File: src/rtl/core/teq_pkg.sv
// Package for the timed event queue: sizes, operation and result codes,
// and the result word type. No dependencies.
package teq_pkg;

  localparam int QUEUE_DEPTH = 16;
  localparam int MAX_RESULTS = 16;
  localparam int IDX_W = $clog2(QUEUE_DEPTH);
  localparam int OCC_W = $clog2(QUEUE_DEPTH + 1);
  localparam int NUM_W = $clog2(MAX_RESULTS + 1);
  localparam int ENT_W = 48;

  localparam logic [2:0] OP_ADD     = 3'd0;
  localparam logic [2:0] OP_REMOVE  = 3'd1;
  localparam logic [2:0] OP_ADVANCE = 3'd2;
  localparam logic [2:0] OP_LIST_AT = 3'd3;
  localparam logic [2:0] OP_LIST    = 3'd4;

  localparam logic [2:0] K_ADDED   = 3'd0;
  localparam logic [2:0] K_PAST    = 3'd1;
  localparam logic [2:0] K_FULL    = 3'd2;
  localparam logic [2:0] K_FIRED   = 3'd3;
  localparam logic [2:0] K_LISTED  = 3'd4;
  localparam logic [2:0] K_NONE    = 3'd5;
  localparam logic [2:0] K_REMOVED = 3'd6;

  typedef struct packed {
    logic [4:0]  cnt;
    logic [15:0] tag;
    logic [31:0] tm;
    logic [2:0]  kind;
  } res_t;

endpackage

File: src/rtl/core/teq_ram.sv
// Generic simple dual-port RAM with one write port and a registered read.
// No dependencies.
module teq_ram #(
  parameter int WIDTH = 8,
  parameter int DEPTH = 16
) (
  input  logic                     clk,
  input  logic                     we,
  input  logic [$clog2(DEPTH)-1:0] waddr,
  input  logic [WIDTH-1:0]         wdata,
  input  logic [$clog2(DEPTH)-1:0] raddr,
  output logic [WIDTH-1:0]         rdata
);

  logic [WIDTH-1:0] mem [DEPTH];

  // Registered read; a read of the entry being written returns the old data.
  always_ff @(posedge clk) begin
    if (we) begin
      mem[waddr] <= wdata;
    end
    rdata <= mem[raddr];
  end

endmodule

File: src/rtl/core/timed_event_queue.sv
// Timed event queue top level: sequencer around one entry RAM.
// Depends on teq_pkg and teq_ram.

// The queue holds up to QUEUE_DEPTH events sorted by time in one RAM, read
// and rewritten one entry at a time by a sequencer. An add walks from the
// tail toward its slot, shifting later entries up. Remove and advance
// operations scan the stored entries from the head, compacting them in
// place; list operations scan them from the head without writing. A scan
// waits while the result side stalls. Rejected adds and unknown operations
// go straight to their final result. A new word is taken only once the
// previous operation has handed its last result to the output register.
module timed_event_queue
  import teq_pkg::*;
(
  input  logic        clk,
  input  logic        rst_n,
  input  logic        in_tvalid,
  output logic        in_tready,
  input  logic [55:0] in_tdata,   // time_value[31:0], event_id[47:32]
  input  logic [2:0]  in_tuser,   // operation[2:0]
  output logic        out_tvalid,
  input  logic        out_tready,
  output logic [55:0] out_tdata,  // event_time[31:0], event_tag[47:32],
                                  // removed_count[52:48]
  output logic [2:0]  out_tuser,  // kind[2:0]
  output logic        out_tlast
);

  localparam logic [2:0] S_IDLE  = 3'd0;
  localparam logic [2:0] S_SCRD  = 3'd1;
  localparam logic [2:0] S_SCPR  = 3'd2;
  localparam logic [2:0] S_ADRD  = 3'd3;
  localparam logic [2:0] S_ADCK  = 3'd4;
  localparam logic [2:0] S_FIN   = 3'd5;

  logic [2:0]       state_r, state_nxt;
  logic [2:0]       op_r, op_nxt;
  logic [31:0]      tv_r, tv_nxt;
  logic [15:0]      id_r, id_nxt;
  logic [31:0]      cur_r, cur_nxt;
  logic [OCC_W-1:0] occ_r, occ_nxt;
  logic [OCC_W-1:0] i_r, i_nxt;
  logic [OCC_W-1:0] j_r, j_nxt;
  logic [NUM_W-1:0] n_r, n_nxt;
  logic [4:0]       cnt_r, cnt_nxt;
  logic             pre_r, pre_nxt;
  res_t             hold_r, hold_nxt;
  logic             hold_v_r, hold_v_nxt;
  res_t             out_r, out_nxt;
  logic             out_v_r, out_v_nxt;
  logic             last_r, last_nxt;

  logic             we;
  logic [IDX_W-1:0] waddr, raddr;
  logic [ENT_W-1:0] wdata, rdata;
  logic [31:0]      rd_tm;
  logic             out_free, emit, drop, wr_op, list_op;
  logic [OCC_W-1:0] i_dec;

  assign rd_tm    = rdata[31:0];
  assign out_free = !out_v_r || out_tready;
  assign wr_op    = (op_r == OP_REMOVE) || (op_r == OP_ADVANCE);
  assign list_op  = (op_r == OP_LIST_AT) || (op_r == OP_LIST);
  assign i_dec    = i_r - OCC_W'(1);
  assign raddr    = (state_r == S_ADRD || state_r == S_ADCK) ? i_dec[IDX_W-1:0]
                                                              : i_r[IDX_W-1:0];

  teq_ram #(.WIDTH(ENT_W), .DEPTH(QUEUE_DEPTH)) u_ram (
    .clk  (clk),
    .we   (we),
    .waddr(waddr),
    .wdata(wdata),
    .raddr(raddr),
    .rdata(rdata)
  );

  // Per-entry decision of the head scan.
  always_comb begin
    emit = 1'b0;
    drop = 1'b0;
    case (op_r)
      OP_REMOVE:  drop = (rd_tm == tv_r);
      OP_ADVANCE: begin
        drop = pre_r && (rd_tm <= cur_r) && (n_r < NUM_W'(MAX_RESULTS));
        emit = drop;
      end
      OP_LIST_AT: emit = (rd_tm == tv_r);
      OP_LIST:    emit = 1'b1;
      default:    ;
    endcase
  end

  // Sequencer.
  always_comb begin
    state_nxt  = state_r;
    op_nxt     = op_r;
    tv_nxt     = tv_r;
    id_nxt     = id_r;
    cur_nxt    = cur_r;
    occ_nxt    = occ_r;
    i_nxt      = i_r;
    j_nxt      = j_r;
    n_nxt      = n_r;
    cnt_nxt    = cnt_r;
    pre_nxt    = pre_r;
    hold_nxt   = hold_r;
    hold_v_nxt = hold_v_r;
    out_nxt    = out_r;
    out_v_nxt  = out_v_r && !out_tready;
    last_nxt   = last_r;
    we         = 1'b0;
    waddr      = i_r[IDX_W-1:0];
    wdata      = {id_r, tv_r};
    in_tready  = (state_r == S_IDLE);

    unique case (state_r)
      S_IDLE: begin
        if (in_tvalid) begin
          op_nxt     = in_tuser;
          tv_nxt     = in_tdata[31:0];
          id_nxt     = in_tdata[47:32];
          i_nxt      = '0;
          j_nxt      = '0;
          n_nxt      = '0;
          cnt_nxt    = '0;
          pre_nxt    = 1'b1;
          hold_v_nxt = 1'b0;
          hold_nxt   = '{cnt: 5'd0, tag: in_tdata[47:32], tm: in_tdata[31:0],
                         kind: K_ADDED};
          unique case (in_tuser)
            OP_ADD: begin
              if (in_tdata[31:0] < cur_r) begin
                hold_nxt.kind = K_PAST;
                hold_v_nxt    = 1'b1;
                state_nxt     = S_FIN;
              end else if (occ_r == OCC_W'(QUEUE_DEPTH)) begin
                hold_nxt.kind = K_FULL;
                hold_v_nxt    = 1'b1;
                state_nxt     = S_FIN;
              end else begin
                i_nxt     = occ_r;
                state_nxt = S_ADRD;
              end
            end
            OP_ADVANCE: begin
              cur_nxt   = cur_r + in_tdata[31:0];
              state_nxt = S_SCRD;
            end
            OP_REMOVE, OP_LIST_AT, OP_LIST: state_nxt = S_SCRD;
            default: state_nxt = S_FIN;
          endcase
        end
      end

      // Wait for the read of entry i, or close the scan.
      S_SCRD: begin
        if (i_r == occ_r || (list_op && n_r == NUM_W'(MAX_RESULTS))) begin
          if (wr_op) begin
            occ_nxt = j_r;
          end
          if (op_r == OP_REMOVE) begin
            hold_nxt   = '{cnt: cnt_r, tag: 16'd0, tm: 32'd0, kind: K_REMOVED};
            hold_v_nxt = 1'b1;
          end
          state_nxt = S_FIN;
        end else begin
          state_nxt = S_SCPR;
        end
      end

      // Entry i is on the read port; emit, drop or compact it.
      S_SCPR: begin
        if (!(emit && hold_v_r && !out_free)) begin
          if (emit) begin
            if (hold_v_r) begin
              out_nxt   = hold_r;
              out_v_nxt = 1'b1;
              last_nxt  = 1'b0;
            end
            hold_nxt   = '{cnt: 5'd0, tag: rdata[47:32], tm: rd_tm,
                           kind: (op_r == OP_ADVANCE) ? K_FIRED : K_LISTED};
            hold_v_nxt = 1'b1;
            n_nxt      = n_r + NUM_W'(1);
          end
          if (drop) begin
            if (cnt_r != 5'd31) begin
              cnt_nxt = cnt_r + 5'd1;
            end
          end else begin
            pre_nxt = 1'b0;
            if (wr_op) begin
              we    = 1'b1;
              waddr = j_r[IDX_W-1:0];
              wdata = rdata;
              j_nxt = j_r + OCC_W'(1);
            end
          end
          i_nxt     = i_r + OCC_W'(1);
          state_nxt = S_SCRD;
        end
      end

      // Insert walk from the tail: slot i is free, look at slot i-1.
      S_ADRD: begin
        if (i_r == '0) begin
          we         = 1'b1;
          occ_nxt    = occ_r + OCC_W'(1);
          hold_v_nxt = 1'b1;
          state_nxt  = S_FIN;
        end else begin
          state_nxt = S_ADCK;
        end
      end

      S_ADCK: begin
        we = 1'b1;
        if (rd_tm > tv_r) begin
          wdata     = rdata;
          i_nxt     = i_dec;
          state_nxt = S_ADRD;
        end else begin
          occ_nxt    = occ_r + OCC_W'(1);
          hold_v_nxt = 1'b1;
          state_nxt  = S_FIN;
        end
      end

      // Hand over the final result, or a none result.
      S_FIN: begin
        if (out_free) begin
          out_nxt    = hold_v_r ? hold_r
                                : '{cnt: 5'd0, tag: 16'd0, tm: 32'd0, kind: K_NONE};
          out_v_nxt  = 1'b1;
          last_nxt   = 1'b1;
          hold_v_nxt = 1'b0;
          state_nxt  = S_IDLE;
        end
      end

      default: state_nxt = S_IDLE;
    endcase
  end

  // Registers.
  always_ff @(posedge clk) begin
    if (!rst_n) begin
      state_r  <= S_IDLE;
      cur_r    <= '0;
      occ_r    <= '0;
      hold_v_r <= 1'b0;
      out_v_r  <= 1'b0;
    end else begin
      state_r  <= state_nxt;
      cur_r    <= cur_nxt;
      occ_r    <= occ_nxt;
      hold_v_r <= hold_v_nxt;
      out_v_r  <= out_v_nxt;
    end
    op_r   <= op_nxt;
    tv_r   <= tv_nxt;
    id_r   <= id_nxt;
    i_r    <= i_nxt;
    j_r    <= j_nxt;
    n_r    <= n_nxt;
    cnt_r  <= cnt_nxt;
    pre_r  <= pre_nxt;
    hold_r <= hold_nxt;
    out_r  <= out_nxt;
    last_r <= last_nxt;
  end

  assign out_tvalid = out_v_r;
  assign out_tdata  = {3'd0, out_r.cnt, out_r.tag, out_r.tm};
  assign out_tuser  = out_r.kind;
  assign out_tlast  = last_r;

  // Checks on the sequencer.
  a_occ_bound: assert property (@(posedge clk) disable iff (!rst_n)
    occ_r <= OCC_W'(QUEUE_DEPTH))
    else $error("occupancy above queue depth");

  a_compact_order: assert property (@(posedge clk) disable iff (!rst_n)
    (state_r == S_SCPR) |-> (j_r <= i_r && i_r < occ_r))
    else $error("compaction write index passed read index");

  a_result_limit: assert property (@(posedge clk) disable iff (!rst_n)
    (state_r == S_SCPR) |-> (n_r <= NUM_W'(MAX_RESULTS)))
    else $error("too many results in one operation");

  a_fin_drain: assert property (@(posedge clk) disable iff (!rst_n)
    (state_r == S_FIN && out_free) |=> (out_tvalid && out_tlast && state_r == S_IDLE))
    else $error("final result not presented");

endmodule

File: config.mk
export PLATFORM = sky130hd
export DESIGN_NAME = timed_event_queue
export DESIGN_NICKNAME = d
export VERILOG_FILES = /design/src/rtl/core/teq_pkg.sv /design/src/rtl/core/teq_ram.sv /design/src/rtl/core/timed_event_queue.sv
export SDC_FILE = /design/constraint.sdc
export NUM_CORES = 1
export LEC_CHECK = 0
export ABC_CLOCK_PERIOD_IN_PS = 13100
export BUFFER_PORTS_ARGS = -buffer_cell sky130_fd_sc_hd__buf_2
export CAP_MARGIN = 20
export CORE_ASPECT_RATIO = 1.75
export CORE_MARGIN = 5
export CORE_UTILIZATION = 35
export CTS_CLUSTER_DIAMETER = 50
export CTS_CLUSTER_SIZE = 28
export DETAILED_ROUTE_END_ITERATION = 8
export PLACE_DENSITY = 0.5
export SLEW_MARGIN = 20
export SYNTH_ARGS = -nofsm -noshare
export SYNTH_HDL_FRONTEND = slang
export SYNTH_SLANG_ARGS = --single-unit
File: constraint.sdc
create_clock -name clk -period 13.1 [get_ports clk]
set_clock_uncertainty 0.1 [all_clocks]
set_input_delay 2.62 -clock clk [delete_from_list [all_inputs] [get_ports clk]]
set_output_delay 2.62 -clock clk [all_outputs]
set_load 0.01 [all_outputs]
# Yosys cells after proc, flatten, opt, wreduce, memory -nomap -nowiden

Memories as Yosys holds them, arrays and structs flattened. A register that Yosys moved wholly into a read port is not among the register bits.
Index checks and enable logic that the tools add are counted.

Register bits: 227
Memory bits (writable): 768
Word-level logic and storage cells: 198
Memories kept: 1

Memory list:

| memory    | depth | bits a word | rd ports | clocked after memory_dff | write ports | line          | source |
|---|---|---|---|---|---|---|---|
| u_ram.mem | 16    | 48          | 1        | 1                        | 1           | teq_ram.sv:15 | `logic [WIDTH-1:0] mem [DEPTH];` |

$add $sub $neg: 7
Order comparisons: 4
Eq/ne operators: 33
Mux-type cells: 95
Reduce and logical (&&, ||, !) cells: 36

Operators with widths:

| cell                | number |
|---|---|
| $mux 56             | 10 |
| $mux 48             | 4 |
| $pmux 56 s3         | 1 |
| $pmux 56 s2         | 1 |
| $pmux 48 s2         | 1 |
| $mux 5              | 19 |
| $add 32x32->32      | 1 |
| $eq 32x32->1        | 1 |
| $gt 32x32->1        | 1 |
| $le 32x32->1        | 1 |
| $lt 32x32->1        | 1 |
| $pmux 5 s2          | 3 |
| $pmux 5 s3          | 2 |
| $mux 1              | 29 |
| $ne 2x2->1 const B  | 13 |
| $add 5x1->5 const B | 5 |
| $mux 3              | 8 |
| $mux 4              | 5 |
| $reduce_and 5->1    | 4 |
| $eq 3x2->1 const B  | 6 |
| $pmux 3 s6          | 1 |
| $eq 3x3->1 const B  | 4 |
| $reduce_and 4->1    | 3 |
| $eq 5x5->1 const B  | 2 |
| 24 further kinds    | 49 |

# Depth between registers and ports, before layout

Word-level depth: 10
Mapped depth: 13
Mapped depth without buffers: 12

# Cells and area by module

Synthesis repeated with hierarchy kept, for this count alone.

Cells, all modules: 2649
Area total of the unflattened synthesis: 43528.0 um2

By module, submodules not included:

| module            | times used | cells each | area each (um2) |
|---|---|---|---|
| teq_ram           | 1          | 1242       | 29691.0 |
| timed_event_queue | 1          | 1407       | 13837.0 |

# Worst setup path after synthesis

Ideal clock, no wire load.

Kind: input port to flip-flop
Start point: input port out_tready
End point: register hold_r[0] in the netlist's numbering (enable)
Library setup time: 0.770 ns
Arrival: 11.716 ns
Data required time: 12.230 ns
Slack: 0.514 ns
Cell stages on the path: 4
Path buffers: 0
Cells stage by stage: nor2b_1 > inv_1 > o22ai_2 > a2111oi_0

Longest elaborated chain between the ends: 5

RTL lines:

| item                              | line                     | source |
|---|---|---|
| start: declaration                | timed_event_queue.sv:22  | `input logic out_tready,` |
| $logic_or 1x1->1                  | timed_event_queue.sv:61  | `assign out_free = !out_v_r \|\| out_tready;` |
| $logic_not 1->1                   | timed_event_queue.sv:173 | `if (!(emit && hold_v_r && !out_free)) begin` |
| $logic_and 1x1->1                 | timed_event_queue.sv:173 |  |
| $ne 2x2->1 (no source line)       | -                        |  |
| $reduce_and 6->1 (no source line) | -                        |  |
| end signal: assignment            | timed_event_queue.sv:267 | `hold_r <= hold_nxt;` |
| end: declaration                  | timed_event_queue.sv:47  | `res_t hold_r, hold_nxt;` |

No other way between the ends.
A chain may end at the register's enable or synchronous reset.

# Final worst setup path

Start point: register cur_r[7]
End point: memory u_ram.mem[9][25] in the netlist's numbering (enable)

Longest elaborated chain between the ends: 10
Elaborated cells on any way between the ends: 15
Those cells by class: order compare (1); mux (10); reduce/logical (4)

RTL lines:

| item                                | line                     | source |
|---|---|---|
| start: declaration                  | timed_event_queue.sv:40  | `logic [31:0] cur_r, cur_nxt;` |
| start signal: assignment            | timed_event_queue.sv:254 | `cur_r <= cur_nxt;` |
| $le 32x32->1 (*)                    | timed_event_queue.sv:84  | `drop = pre_r && (rd_tm <= cur_r) && (n_r < NUM_W'(MAX_RESULTS));` |
| $logic_and 1x1->1 (*) (2 in series) | timed_event_queue.sv:84  |  |
| $pmux 1 s3                          | timed_event_queue.sv:81  | `case (op_r)` |
| $logic_and 1x1->1 (2 in series)     | timed_event_queue.sv:173 |  |
| $mux 1                              | timed_event_queue.sv:173 |  |
| $pmux 1 s3                          | timed_event_queue.sv:116 | `unique case (state_r)` |
| $mux 1                              | teq_ram.sv:19            | `if (we) begin` |
| $mux 1 (not written as such)        | teq_ram.sv:20            | `mem[waddr] <= wdata;` |
| end: declaration                    | teq_ram.sv:15            |  |

Every way passes the cells marked *; elsewhere a longest branch is shown, timed or not.

==> metrics <==
outcome=finished, final reports clean; Syn Area/Cell=17.4 um^2; largest fanout on the critical path=37; overall power=0.0108 W; Post-synth EDFFs=953; crit start category=flip-flop; Post-synth ARST share=0%; routed vias/inst=5.25; synthesis-stage register bit count=1043; switch share=32.8%; io pins=125; post_cts resized=0; pin count of the biggest net entering global routing=143; Crit-path slowest cell=buf_4; P_int=0.00728 W; initial antenna violation count=2; GRT Overall Usage=16.4%; Core Region=124000 um^2; RSZ-0062 raised after global routing=no; WP data arrival=5.76 ns; sequential share of power=42.4%; final instance area=49700 um^2; ratio of final minimum period to clock period=42.2%; max cap viols=0; yosys warns=0; clk slew on worst S/H paths=0.08 ns; Worst Tran Pin Value=1.06 ns; row count=171; fin nets=2876; post-DP HPWL=64500 um; Longest Clk Path Bufs=3; fmax=0.181 GHz; first-pass GRT wire length=163000 um; cell taking the most area after synthesis=edfxtp_1; WL per Instance=25.0 um; Post-Syn Instances=2510; P_sw=0.00354 W; Final Critical Period=5.53 ns; Worst EP required=13.32 ns; normalized max-slew margin=28.6%; fillers=11200; full die area=132000 um^2; die width=277 um; Pwr Density=218 nW/um^2; Cell Chain, Critical Path=inv_1 -> ha_1 -> nand2_1 -> o21ai_0 -> a21oi_1 -> o211ai_1 -> a21oi_2 -> nor3_2 -> nand4b_1 -> a21boi_1 -> o22ai_4 -> buf_4; sequential-to-total area share from yosys stat=69.8%; layout cells sized above 1=23.3%; worst vdd ir=0.289 mV; placed cell areas=46600 um^2; clock power share=25.9%; Area Growth Syn to Fin=14.1%; leakage=16.5 nW; synth top area cells=edfxtp_1 66%, mux4_2 12%, dfxtp_1 4.1%; DRT Wirelength=110000 um; setup_tns=0 ns; WP buf/inv=2; CP delay by family, top=compound AO/OA/AOI/OAI gates; Synth top area share=65.7%; final hold viol count=0; Worst path max stage delay=0.76 ns; overflow left after global routing=0; class of the worst hold path=reg2reg; Starting Density=35.2%; Final Max Slew Viols=0; vias in the first global route=24500; DIE HEIGHT=477 um; clk sinks=1043; clock latency on the worst-skew pair=0.72 ns; logic gate share of total power=31.7%; DRT Pass-1 Iters=7; synth unique cells=74; final setup vio count=0; Setup Buffers After CTS=0; predominant post-synthesis flop cell=edfxtp_1; Crit. End Element=flip-flop; Crit Path Category=reg2reg; TritonCTS clock tree=done; Via Count=23000; DR DRC count=0; mapped cell area=43600 um^2; Port Buffers=113; htree depth=3; CTS Hold Bufs=0; Root Buffer=clkbuf_16; initial detailed-routing violation count=1697; routability cong.=0.876; ANT nets after route=0; total CTS buffers=84
cell usage after synthesis (8+ instances only):
cell and n:
ha_1 137, buf_1 13, and3_1 9, a21oi_1 77, buf_4 19, a21o_1 15
clkbuf_1 69, and2_1 8, nand2b_1 14, mux4_2 240, o21bai_1 14, nor2b_1 72
xor2_1 15, dfxtp_1 90, o22ai_1 19, nor2_1 90, nand3_1 22, nor3_1 13
nand4_1 19, nand2_1 156, o211ai_1 11, a211oi_1 33, inv_1 104, or2_2 8
o21ai_0 94, a22o_1 49, buf_2 19, edfxtp_1 953, xnor2_1 30
worst register-to-register path: stages (launching register included):
cell      delay [ns]
dfxtp_1         0.37
inv_1           0.08
ha_1            0.31
nand2_1         0.05
o21ai_0         0.34
a21oi_1         0.15
o211ai_1        0.61
a21oi_2         0.24
nor3_2          0.53
nand4b_1        0.50
a21boi_1        0.41
o22ai_4         0.62
buf_4           0.77
kinds of logic (layout without fill, tap and decap cells):
| kind of cell | Yosys count | count (layout) | synth area share (%) |
|---|---|---|---|
| AO/OA/AOI/OAI | 374 | 374 | 5.70 |
| XOR/XNOR | 45 | 45 | 0.905 |
| adder cells (fa/ha/maj) | 138 | 138 | 3.98 |
| buffers and inverters | 225 | 460 | 2.17 |
| flip-flops | 1043 | 1043 | 69.8 |
| multiplexers | 243 | 243 | 12.5 |
| other | 1 | 5 | 0.00861 |
| AND/OR/NAND/NOR | 441 | 441 | 4.94 |
layer usage:
layer  global-route usage (%)  share of wire, %
met5                        0                 0
met4                     6.37               3.7
met3                     2.04               4.0
met2                     29.8                53
met1                     20.1                40
power by group through the flow:
stage | Sequential [W] | Clock [W] | Combinational (W)
6_report | 0.00458 | 0.00280 | 0.00343
5_1_grt | 0.00462 | 0.00302 | 0.00375
4_1_cts | 0.00459 | 0.00289 | 0.00352
3_5_place_dp | 0.00466 | 0 | 0.00351
3_3_place_gp | 0.00465 | 0 | 0.00345
2_1_floorplan | 0.00455 | 0 | 0.00251
layout make-up:
type	count	area, um^2	share of cell area [%]
Clock buffer	88	2120	4.26
Timing Repair Buffer	198	1240	2.50
Multi-Input combinational cell	1244	12500	25.2
Clock inverter	70	976	1.96
Antenna cell	2	5.00	0.0101
Inverter	104	390	0.785
Sequential cell	1043	30400	61.2
Tap cell	1643	2060	4.13
layout by cell type, fill, tap and decap left out, types with 78 or more instances in the layout:
cell / instances
nand2_1: 155
inv_1: 104
ha_1: 137
dfxtp_1: 90
edfxtp_1: 953
nor2_1: 89
buf_2: 114
mux4_2: 240
o21ai_0: 86
clkbuf_16: 84
buf_4: 78
final timing paths:
kind	cells after the start	slack, ns	start	to
min	2	0.38	cur_r[22]	cur_r[22]
max reg2reg	12	7.57	cur_r[7]	u_ram.mem[9][25]
min reg2reg	2	0.38	cur_r[22]	cur_r[22]
max	12	7.57	cur_r[7]	u_ram.mem[9][25]
registers in the layout (all words and copies together) (netlist names), 16 cells and up:
register / count
cur_r: 32
hold_r: 56
id_r: 16
out_tdata: 53
tv_r: 32
u_ram.mem: 768
u_ram.rdata: 48
through the flow:
step / setup slack, ns / std cells / hold slack, ns / utilization, %
after floorplan: 0.514 / 2512 / 0.349 / -
after global placement: 7.11 / 4229 / 0.369 / 37.6
after detailed placement: 7.09 / 4229 / 0.373 / 37.6
after CTS: 7.43 / 4387 / 0.384 / 40.1
after global routing: 7.33 / 4392 / 0.400 / 40.1
final: 7.57 / 4392 / 0.385 / 40.1
Note: power is estimated with default switching activity, not from simulation.
